==> config.mk <==
export PLATFORM = sky130hd
export DESIGN_NAME = jpdpi_ctrl
export DESIGN_NICKNAME = d
export VERILOG_FILES = /design/src/sv/jpdpi_pkg.sv /design/src/sv/jpdpi_ctrl.sv
export SDC_FILE = /design/constraint.sdc
export NUM_CORES = 1
export LEC_CHECK = 0
export BUFFER_PORTS_ARGS = -buffer_cell sky130_fd_sc_hd__buf_2
export CAP_MARGIN = 20
export CELL_PAD_IN_SITES_DETAIL_PLACEMENT = 1
export CELL_PAD_IN_SITES_GLOBAL_PLACEMENT = 1
export CORE_UTILIZATION = 37
export CTS_CLUSTER_SIZE = 10
export DETAILED_ROUTE_END_ITERATION = 7
export PLACE_DENSITY_LB_ADDON = 0.2
export REMOVE_ABC_BUFFERS = 1
export SLEW_MARGIN = 0
export SYNTH_ARGS = -nofsm -noshare
export SYNTH_HDL_FRONTEND = slang
export SYNTH_SLANG_ARGS = --single-unit
==> constraint.sdc <==
create_clock -name clk -period 2.3 [get_ports clk]
set_input_delay 0.23 -clock clk [delete_from_list [all_inputs] [get_ports clk]]
set_output_delay 0.23 -clock clk [all_outputs]
set_load 0.05 [all_outputs]
==> src/sv/jpdpi_pkg.sv <==
package jpdpi_pkg;

  localparam int unsigned CfgIdxW = 3;

  typedef enum logic [CfgIdxW-1:0] {
    REG_SHOULDER_KP = 3'd0,
    REG_SHOULDER_KD = 3'd1,
    REG_ELBOW_KP    = 3'd2,
    REG_ELBOW_KD    = 3'd3,
    REG_WHEEL_KP    = 3'd4,
    REG_WHEEL_KI    = 3'd5,
    REG_WHEEL_TGT   = 3'd6,
    REG_JUMP_LIMIT  = 3'd7
  } cfg_reg_t;

  typedef enum logic [2:0] {
    CH_SHOULDER_POS = 3'd0,
    CH_ELBOW_POS    = 3'd1,
    CH_SHOULDER_VEL = 3'd2,
    CH_ELBOW_VEL    = 3'd3,
    CH_WHEEL_POS    = 3'd4
  } channel_t;

  localparam logic [31:0] VelJumpLimit = 32'd19661;
  localparam logic signed [47:0] SumMax = 48'sh7FFF_FFFF_FFFF;
  localparam logic signed [47:0] SumMin = 48'sh8000_0000_0000;

  // Sequencer steps: one step per multiply, DivSteps divider steps in ST_DIV_RUN.
  // The integral term is multiplied in two halves (upper, lower 24 bits).
  typedef enum logic [3:0] {
    ST_IDLE,
    ST_SAMPLE,
    ST_SH_P,
    ST_SH_D,
    ST_EL_P,
    ST_EL_D,
    ST_DIV_START,
    ST_DIV_RUN,
    ST_RATE,
    ST_INTEG,
    ST_WH_P,
    ST_WH_I,
    ST_WH_I_LO,
    ST_DONE,
    ST_OUT
  } state_t;

  localparam int unsigned DivSteps = 57;
  localparam int unsigned DivCntW = 6;

  // Commands from the sequencer to the datapath.
  typedef struct packed {
    logic take_sample;
    logic clr_acc;
    logic mac_sh_p;
    logic mac_sh_d;
    logic fin_sh;
    logic mac_el_p;
    logic mac_el_d;
    logic fin_el;
    logic div_start;
    logic div_step;
    logic rate_done;
    logic integ;
    logic mac_wh_p;
    logic mac_wh_i;
    logic mac_wh_i_lo;
    logic finish;
  } cmd_t;

  function automatic logic signed [31:0] sat32(input logic signed [63:0] v);
    if (v > 64'sd2147483647) return 32'sh7FFF_FFFF;
    if (v < -64'sd2147483648) return 32'sh8000_0000;
    return v[31:0];
  endfunction

endpackage

==> src/sv/jpdpi_ctrl.sv <==
module jpdpi_ctrl
  import jpdpi_pkg::*;
(
  input  logic   clk,
  input  logic   rst_n,
  input  logic   in_fire,
  input  logic   in_action,
  input  logic   out_free,
  output logic   busy,
  output logic   out_load,
  output cmd_t   cmd
);

  state_t state_r, state_nxt;
  logic [DivCntW-1:0] cnt_r, cnt_nxt;

  // State register
  always_ff @(posedge clk) begin
    if (!rst_n) begin
      state_r <= ST_IDLE;
      cnt_r   <= '0;
    end else begin
      state_r <= state_nxt;
      cnt_r   <= cnt_nxt;
    end
  end

  // Next state and commands
  always_comb begin
    state_nxt = state_r;
    cnt_nxt   = cnt_r;
    cmd       = '0;
    out_load  = 1'b0;
    busy      = (state_r != ST_IDLE);
    case (state_r)
      ST_IDLE: begin
        if (in_fire) state_nxt = in_action ? ST_SH_P : ST_SAMPLE;
        cmd.clr_acc = 1'b1;
      end
      ST_SAMPLE: begin
        cmd.take_sample = 1'b1;
        state_nxt = ST_IDLE;
      end
      ST_SH_P: begin cmd.mac_sh_p = 1'b1; state_nxt = ST_SH_D; end
      ST_SH_D: begin cmd.mac_sh_d = 1'b1; state_nxt = ST_EL_P; end
      ST_EL_P: begin cmd.fin_sh = 1'b1; cmd.mac_el_p = 1'b1; state_nxt = ST_EL_D; end
      ST_EL_D: begin cmd.mac_el_d = 1'b1; state_nxt = ST_DIV_START; end
      ST_DIV_START: begin
        cmd.fin_el = 1'b1;
        cmd.div_start = 1'b1;
        cnt_nxt = '0;
        state_nxt = ST_DIV_RUN;
      end
      ST_DIV_RUN: begin
        cmd.div_step = 1'b1;
        cnt_nxt = cnt_r + 1'b1;
        if (cnt_r == DivCntW'(DivSteps - 1)) state_nxt = ST_RATE;
      end
      ST_RATE: begin cmd.rate_done = 1'b1; state_nxt = ST_INTEG; end
      ST_INTEG: begin cmd.integ = 1'b1; state_nxt = ST_WH_P; end
      ST_WH_P: begin cmd.mac_wh_p = 1'b1; state_nxt = ST_WH_I; end
      ST_WH_I: begin cmd.mac_wh_i = 1'b1; state_nxt = ST_WH_I_LO; end
      ST_WH_I_LO: begin cmd.mac_wh_i_lo = 1'b1; state_nxt = ST_DONE; end
      ST_DONE: begin cmd.finish = 1'b1; state_nxt = ST_OUT; end
      ST_OUT: begin
        if (out_free) begin
          out_load = 1'b1;
          state_nxt = ST_IDLE;
        end
      end
      default: state_nxt = ST_IDLE;
    endcase
  end

endmodule

**Word level (Yosys, flattened, before mapping)**

Cells that the tools add are included.
W data, S select, Z words.

- Add/subtract/negate cells: 1
- $mul: 0
- Divide/modulo/power cells: 0
- Order comparisons: 0
- Eq/ne operators: 18
- Shift operators: 0
- Mux-type cells: 22
- Bitwise logic cells: 0
- Reductions and logical operators: 4

Operator list:

| kind | number |
|---|---|
| $pmux W4 S14 | 1 |
| $eq A4 B4 Y1 const B | 7 |
| $eq A4 B3 Y1 const B | 4 |
| $mux W1 | 14 |
| $mux W4 | 3 |
| $pmux W6 S2 | 1 |
| $eq A4 B2 Y1 const B | 2 |
| $add A6 B1 Y6 const B | 1 |
| $eq A6 B6 Y1 const B | 1 |
| $mux W2 | 3 |
| $ne A2 B2 Y1 const B | 3 |
| $eq A4 B1 Y1 const B | 1 |
| $logic_not A4 Y1 | 1 |
| $reduce_bool A4 Y1 | 1 |
| $reduce_and A3 Y1 | 1 |
| $reduce_bool A2 Y1 | 1 |

- Flip-flop bits (word level): 10
- Bits in latches: 0
- RAM bits: 0
- ROM bits: 0
- Input bits: 5
- Output and inout port bits: 18
- Memories kept: 0

**Longest topological paths before layout**

Gate-level depths: netlist of the first run.

- Word-level depth: 3
- Mapped depth: 6
- Depth with buffers taken out: 6

**Worst setup path before layout of the first run**

OpenSTA, ideal clock, no wires.

- Path kind: register -> output
- Start point: register state_r[3]
- End point: output busy
- Arrival: 2,343 ps
- Required time: 2,070 ps
- Setup slack: -273 ps
- Stages on the path, launching flop included: 5
- Path buffers: 1
- Path through: dfxtp_1 > or2_0 > buf_6 > nor3_1 > inv_1

- Longest elaborated chain between the ends: 1

RTL lines:

| what | RTL line | text |
|---|---|---|
| start: declaration | jpdpi_ctrl.sv:14 | `state_t state_r, state_nxt;` |
| start signal: assignment | jpdpi_ctrl.sv:23 | `state_r <= state_nxt;` |
| $reduce_bool A4 Y1 | jpdpi_ctrl.sv:34 | `busy = (state_r != ST_IDLE);` |
| end: declaration | jpdpi_ctrl.sv:9 | `output logic busy,` |

Every way passes these cells.

==> summary.md, run 1 <==
| Metric | Value |
|---|---|
| Outcome | finished, final reports clean |
| Type of the worst setup path | flop to output port |
| HP Class | primary input to flop |
| Crit path time final | 1910 ps |
| Layout area overhead | 16.5% |
| Share of layout cells above drive strength 1 | 29.1% |
| Static leakage | 0.381 nW |
| Fmax | 524 MHz |
| Antenna cells | 0 |
| CP max stage cell | dfxtp_1 |
| Initial antenna violation count | 0 |
| Clk_skew | 0.377 ps |
| Tcrit/Tclk final | 82.9% |
| Post-CTS Setup Inserts | 0 |
| Syn Inst Count | 97 |
| Share of the synthesized area in the top cell type | 27.2% |
| Routed len/inst | 13.5 µm |
| Total gr overflow | 0 |
| Root buf cell | clkbuf_4 |
| DP Cell Count | 138 |
| Crit path launch type | flop |
| Vias in the first global route | 721 |
| Slew Viols, Final | 0 |
| Ys async rst share | 0% |
| FF-to-FF Start | state_r[1]$_SDFFE_PN0P_ |
| Critical path, cell by cell | nand2b_1 > nor2_1 > buf_2 |
| Via/cell ratio | 5.38 |
| DRC Markers | 0 |
| Post-DP HPWL | 1.45 mm |
| Netlist cell types | 33 |
| Number of fill cells in the layout | 255 |
| Worst-Skew Late Latency | 270 ps |
| Capture point of the worst reg-to-reg path | state_r[1]$_SDFFE_PN0P_ |
| Crit path max-delay family | flip-flops |
| R2r setup slk | 620 ps |
| Detailed Route WL | 1.92 mm |
| Worst-path clk slew | 60 ps |
| Crit. End Element | output port |
| Final-stage net count | 125 |
| VDD IR max | 0.000337 V |
| Initial Utilization | 40.9% |
| Total GRT Usage | 20.2% |
| Vias | 764 |
| Setup TNS | 0 ps |
| First-pass GRT wire length | 3.15 mm |
| Fin util | 47.6% |
| Largest net degree at the start of global routing | 18 |
| Hold Vio Cnt, Final | 0 |
| Required @ worst endpoint | 2070 ps |
| Yosys warnings | 0 |
| Clk sink count | 10 |
| Pwr dens | 680 mW/mm² |
| CP startpoint | state_r[1]$_SDFFE_PN0P_ |
| Crit path buffers/inverters | 1 |
| Final setup fails | 0 |
| IO Port Bufs | 22 |
| Synth cell count leaders | 15 x nor2_1, 11 x nand2_1, 10 x dfxtp_1 |
| EDFF count, synth | 0 |
| Final worst slack | 392 ps |
| Top Ports | 23 |
| Crit path depth | 3 |
| Most common cell in the netlist | nor2_1 |
| Prevailing post-synth register cell | dfxtp_1 |
| Top post-synthesis cells by area | dfxtp_1 27%, nor2_1 7.6%, nand2_1 5.6%, nor3_1 4.8%, buf_6 4.6% |
| H-tree levels | 1 |
| Drt first pass iters | 4 |
| Chip height | 46.6 µm |
| TritonCTS Buffers | 3 |
| RSZ-0062 raised after global routing | false |
| PostCTS Resize Cnt | 0 |
| Area leader, netlist | dfxtp_1 |
| Clock Path Buffers | 2 |
| Die width | 46.6 µm |
| Final Cell Area | 858 µm² |
| CORE AREA | 0.00180 mm² |
| Largest stage delay, worst path | 710 ps |
| Synth Area per Inst | 7.60 µm² |
| Cell Area, Synth | 737 µm² |
| Placed inst area | 822 µm² |
| Worst slew pin tran | 616 ps |
| Worst Path Max Fanout | 17 |
| Fin cells | 142 |
| Worst slew margin | 58.9% |
| Hold_buf cts | 0 |
| Reg2Reg Depth | 4 |
| Die Area | 0.00217 mm² |
| Rows | 15 |
| Crit path DAT | 1680 ps |
| Sequential area share after synthesis | 27.2% |
| Yosys reg bits | 10 |
| Dpl ws | 634 ps |
| CTS tree | built |
| ANT nets after route | 0 |
| Total of max-cap violations | 0 |
| Initial DRC Count | 15 |
| Crit path to | cmd[8] |
| Placer Congestion | 0.810 |
==> cell families (layout without fill, tap and decap cells) <==
kind of cell    count (synthesis)  in the layout  synth area share (%)
compound gates                 20             20                  20.0
fa+ha+maj                       2              2                  3.40
buf+inv                        14             34                  12.2
flops                          10             10                  27.2
simple gates                   51             51                  37.2
==> cell usage in the layout, fill, tap and decap left out <==
master	count
a31oi_1	1
nand4b_1	1
and3b_2	1
nand2_1	11
nor2b_1	3
or4_4	1
o21ai_0	2
nor3_1	7
a21oi_1	3
ha_1	2
a211oi_1	1
a311oi_1	2
buf_2	22
nand2b_1	2
nand4b_4	1
dfxtp_1	10
a22oi_1	2
a21oi_2	1
clkbuf_4	3
o211ai_1	1
buf_4	1
o21a_1	2
inv_2	1
a2111oi_1	1
nor2_1	15
o311a_1	2
or2_0	2
nor3b_1	2
nand3_1	3
nor2_2	1
a21boi_1	1
inv_1	6
clkbuf_8	1
and3_2	1
o31ai_1	1
==> per-layer routing <==
layer	part of all wire (%)	wire length [µm]	GRT usage [%]	vias up
met3	5.4	103	6.27	2
li1	-	-	-	375
met5	0	0	0	-
met1	48	929	26.6	364
met2	46	880	31.7	23
met4	0.31	6	5.14	0
==> cell type report <==
class / instances / area, µm² / share of cell area (%)
clock buffer: 4 / 36.3 / 4.23
inverter: 7 / 26.3 / 3.06
multi-input combinational: 73 / 447 / 52.0
sequential: 10 / 200 / 23.3
tap: 25 / 31.3 / 3.64
timing repair buffer: 23 / 118 / 13.7
==> metrics by stage <==
stage	total power, W	hold slack [ps]
detailed placement	0.000432	476
global placement	0.000427	465
CTS	0.000593	259
finish	0.000584	265
floorplan	0.000377	348
global route	0.000616	263
==> registers in the layout, summed over array words and instances (netlist names) <==
register,count
cnt_r,6
state_r,4
==> power breakdown <==
part / internal [W] / switching (W) / total [W]
registers: 0.000182 / 0.0000412 / 0.000223
clock network: 0.0000962 / 0.0000615 / 0.000158
logic: 0.0000566 / 0.000146 / 0.000203
total: 0.000335 / 0.000249 / 0.000584
==> worst register-to-register path, stage by stage (launching register included) <==
cell and delay, ps:
dfxtp_1 710, inv_1 190, a31oi_1 210, o31ai_1 90, o311a_1 360
==> how the worst min path moves through the flow <==
stage,startpoint,to,slack (ps),cells after the start
final,rst_n,cnt_r[3]$_SDFFE_PN0P_,270,2
after global routing,rst_n,cnt_r[3]$_SDFFE_PN0P_,260,2
after CTS,rst_n,state_r[0]$_SDFFE_PN0P_,260,2
after detailed placement,cnt_r[4]$_SDFFE_PN0P_,cnt_r[4]$_SDFFE_PN0P_,480,1
after global placement,cnt_r[4]$_SDFFE_PN0P_,cnt_r[4]$_SDFFE_PN0P_,470,1
after floorplan,rst_n,cnt_r[3]$_SDFFE_PN0P_,350,1
No activity file was read; power rests on OpenSTA's default activity.
==> inputs of run 2 (changes only) <==
- CORE_UTILIZATION: 37 -> 31
- clock period: 2.3 -> 1.7 ns (I/O delays scaled with it)
==> run 2 against run 1 <==
Hold slack worse by 53 ps. Sequential share of layout area down 0.51 points. Die area up 18%. Flip-flop and latch count unchanged.
==> summary.md, run 2 (same netlist as run 1, synthesis figures left out) <==
| Metric | Value |
|---|---|
| Outcome | finished, final reports clean (unchanged) |
| Vias | 744 (was 764) |
| Most frequent cells in the layout | 18 x buf_2, 15 x nor2_1, 11 x nand2_1 (was 22 x buf_2, 15 x nor2_1, 11 x nand2_1) |
| Crit. End Element | output port (unchanged) |
| CORE AREA | 0.00223 mm² (was 0.00180 mm²) |
| Fin util | 39.8% (was 47.6%) |
| Placer Congestion | 0.754 (was 0.810) |
| Routed len/inst | 12.6 µm (was 13.5 µm) |
| Layout area overhead | 20.5% (was 16.5%) |
| Worst-Skew Late Latency | 260 ps (was 270 ps) |
| Fmax | 632 MHz |
| Combinational power share | 41.9% (was 34.7%) |
| TritonCTS Buffers | 3 (unchanged) |
| Multi-input gate area | 452 µm² (was 447 µm²) |
| Worst Path Max Fanout | 6 (was 17) |
| Slew Viols, Final | 0 (unchanged) |
| Clock Path Buffers | 2 (unchanged) |
| DRC Markers | 0 (unchanged) |
| H-tree levels | 1 (unchanged) |
| Hold_sp | rst_n (unchanged) |
| Clock Power Share | 20.6% (was 27.0%) |
| Commonest non-fill, non-tap cell in the layout | buf_2 (unchanged) |
| Post-DP HPWL | 1.46 mm (was 1.45 mm) |
| First-pass GRT wire length | 3.19 mm (was 3.15 mm) |
| Root buf cell | clkbuf_4 (unchanged) |
| Hold_buf cts | 0 (unchanged) |
| Top Ports | 23 (unchanged) |
| Largest net degree at the start of global routing | 14 (was 18) |
| Static leakage | 0.395 nW (was 0.381 nW) |
| Reg area | 203 µm² (was 200 µm²) |
| Total of max-cap violations | 0 (unchanged) |
| Detailed Route WL | 1.85 mm (was 1.92 mm) |
| Register bank with the most flops | cnt_r (unchanged) |
| Placed inst area | 848 µm² (was 822 µm²) |
| Crit path launch type | flop (unchanged) |
| Total Power | 0.000758 W (was 0.000584 W) |
| Pwr dens | 853 mW/mm² (was 680 mW/mm²) |
| Clk_skew | 1.61 ps (was 0.377 ps) |
| Crit path time final | 1580 ps |
| HP Class | primary input to flop (unchanged) |
| Crit path DAT | 1410 ps (was 1680 ps) |
| Initial DRC Count | 16 (was 15) |
| Hold Vio Cnt, Final | 0 (unchanged) |
| FF-to-FF Start | cnt_r[0]$_SDFFE_PN0P_ (was state_r[1]$_SDFFE_PN0P_) |
| Dpl ws | 219 ps (was 634 ps) |
| Drt first pass iters | 4 (unchanged) |
| Registers with the most flip-flops | cnt_r x6, state_r x4 (unchanged) |
| VDD IR max | 0.000401 V (was 0.000337 V) |
| Tcrit/Tclk final | 93.1% |
| Sw Pwr | 0.000331 W (was 0.000249 W) |
| Total gr overflow | 0 (unchanged) |
| Final-stage net count | 128 (was 125) |
| Die width | 50.8 µm (was 46.6 µm) |
| Number of fill cells in the layout | 300 (was 255) |
| Chip height | 50.8 µm (was 46.6 µm) |
| Hold depth | 2 (unchanged) |
| Vias in the first global route | 680 (was 721) |
| PostCTS Resize Cnt | 1 (was 0) |
| Initial Utilization | 33.0% (was 40.9%) |
| Total GRT Usage | 16.7% (was 20.2%) |
| Type of the worst setup path | flop to output port (unchanged) |
| Final setup fails | 0 (unchanged) |
| Initial antenna violation count | 0 (unchanged) |
| ANT nets after route | 0 (unchanged) |
| Switching share of power | 43.7% (was 42.6%) |
| Antenna cells | 0 (unchanged) |
| Worst-path clk slew | 60 ps (about the same) |
| Internal | 0.000427 W (was 0.000335 W) |
| Reg2Reg Depth | 6 (was 4) |
| Worst slew pin tran | 327 ps (was 616 ps) |
| RSZ-0062 raised after global routing | true (was false) |
| Reg power frac | 37.5% (was 38.3%) |
| Rows | 17 (was 15) |
| R2r setup slk | 250 ps (was 620 ps) |
| Via/cell ratio | 5.06 (was 5.38) |
| CTS tree | built (unchanged) |
| Final worst slack | 118 ps (was 392 ps) |
| Clk sink count | 10 (unchanged) |
| Die Area | 0.00258 mm² (was 0.00217 mm²) |
| Share of layout cells above drive strength 1 | 32.8% (was 29.1%) |
| IO Port Bufs | 22 (unchanged) |
| Worst slew margin | 78.2% (was 58.9%) |
| Required @ worst endpoint | 1530 ps (was 2070 ps) |
| Post-CTS Setup Inserts | 0 (unchanged) |
| Max reg flops | 6 (unchanged) |
| Final Cell Area | 888 µm² (was 858 µm²) |
| Capture point of the worst reg-to-reg path | state_r[2]$_SDFFE_PN0P_ (was state_r[1]$_SDFFE_PN0P_) |
| Hold EP | state_r[0]$_SDFFE_PN0P_ (was cnt_r[3]$_SDFFE_PN0P_) |
[run 2: worst max path at each step]
stage                         endpoint  cells past startpoint                    start
2_1_floorplan                  cmd[10]                      2  state_r[2]$_SDFFE_PN0P_
3_3_place_gp   state_r[0]$_SDFFE_PN0P_                      4  state_r[1]$_SDFFE_PN0P_
3_5_place_dp   state_r[0]$_SDFFE_PN0P_                      4  state_r[1]$_SDFFE_PN0P_
4_1_cts                        cmd[14]                      3  state_r[3]$_SDFFE_PN0P_
5_1_grt                         cmd[7]                      4  state_r[2]$_SDFFE_PN0P_
6_report                       cmd[14]                      3  state_r[3]$_SDFFE_PN0P_
[run 2: through the flow]
| step | hold slack (ps) | setup TNS, ps | cells |
|---|---|---|---|
| after floorplan | 288 | -4880 | 90 |
| after global placement | 466 | 0 | 144 |
| after detailed placement | 477 | 0 | 144 |
| after CTS | 205 | 0 | 147 |
| after global routing | 208 | -53.6 | 147 |
| final | 212 | 0 | 147 |
[run 2: layout make-up]
class                      count  share of cell area [%]
inverter                       7                    2.96
multi-input combinational     73                    50.8
sequential                    10                    22.8
clock buffer                   3                    2.54
tap                           28                    3.94
timing repair buffer          26                    16.9
[run 2: metal layers]
metal / wire length [µm] / GRT usage (%)
met3: 37 / 4.55
met2: 808 / 24.0
met1: 995 / 24.1
met4: 9 / 4.17
met5: 0 / 0
[run 2: worst max-delay path: stages (launching register included)]
cell and delay (ps):
dfxtp_1 350, or2_1 320, nor3_1 210, clkbuf_4 280
[run 2: power by group through the flow]
| stage | sequential [W] | combinational (W) | clock, W |
|---|---|---|---|
| after detailed placement | 0.000286 | 0.000313 | 0 |
| after floorplan | 0.000292 | 0.000218 | 0 |
| after global placement | 0.000287 | 0.000311 | 0 |
| final | 0.000284 | 0.000318 | 0.000156 |
| after CTS | 0.000281 | 0.000314 | 0.000167 |
| after global routing | 0.000289 | 0.000341 | 0.000182 |
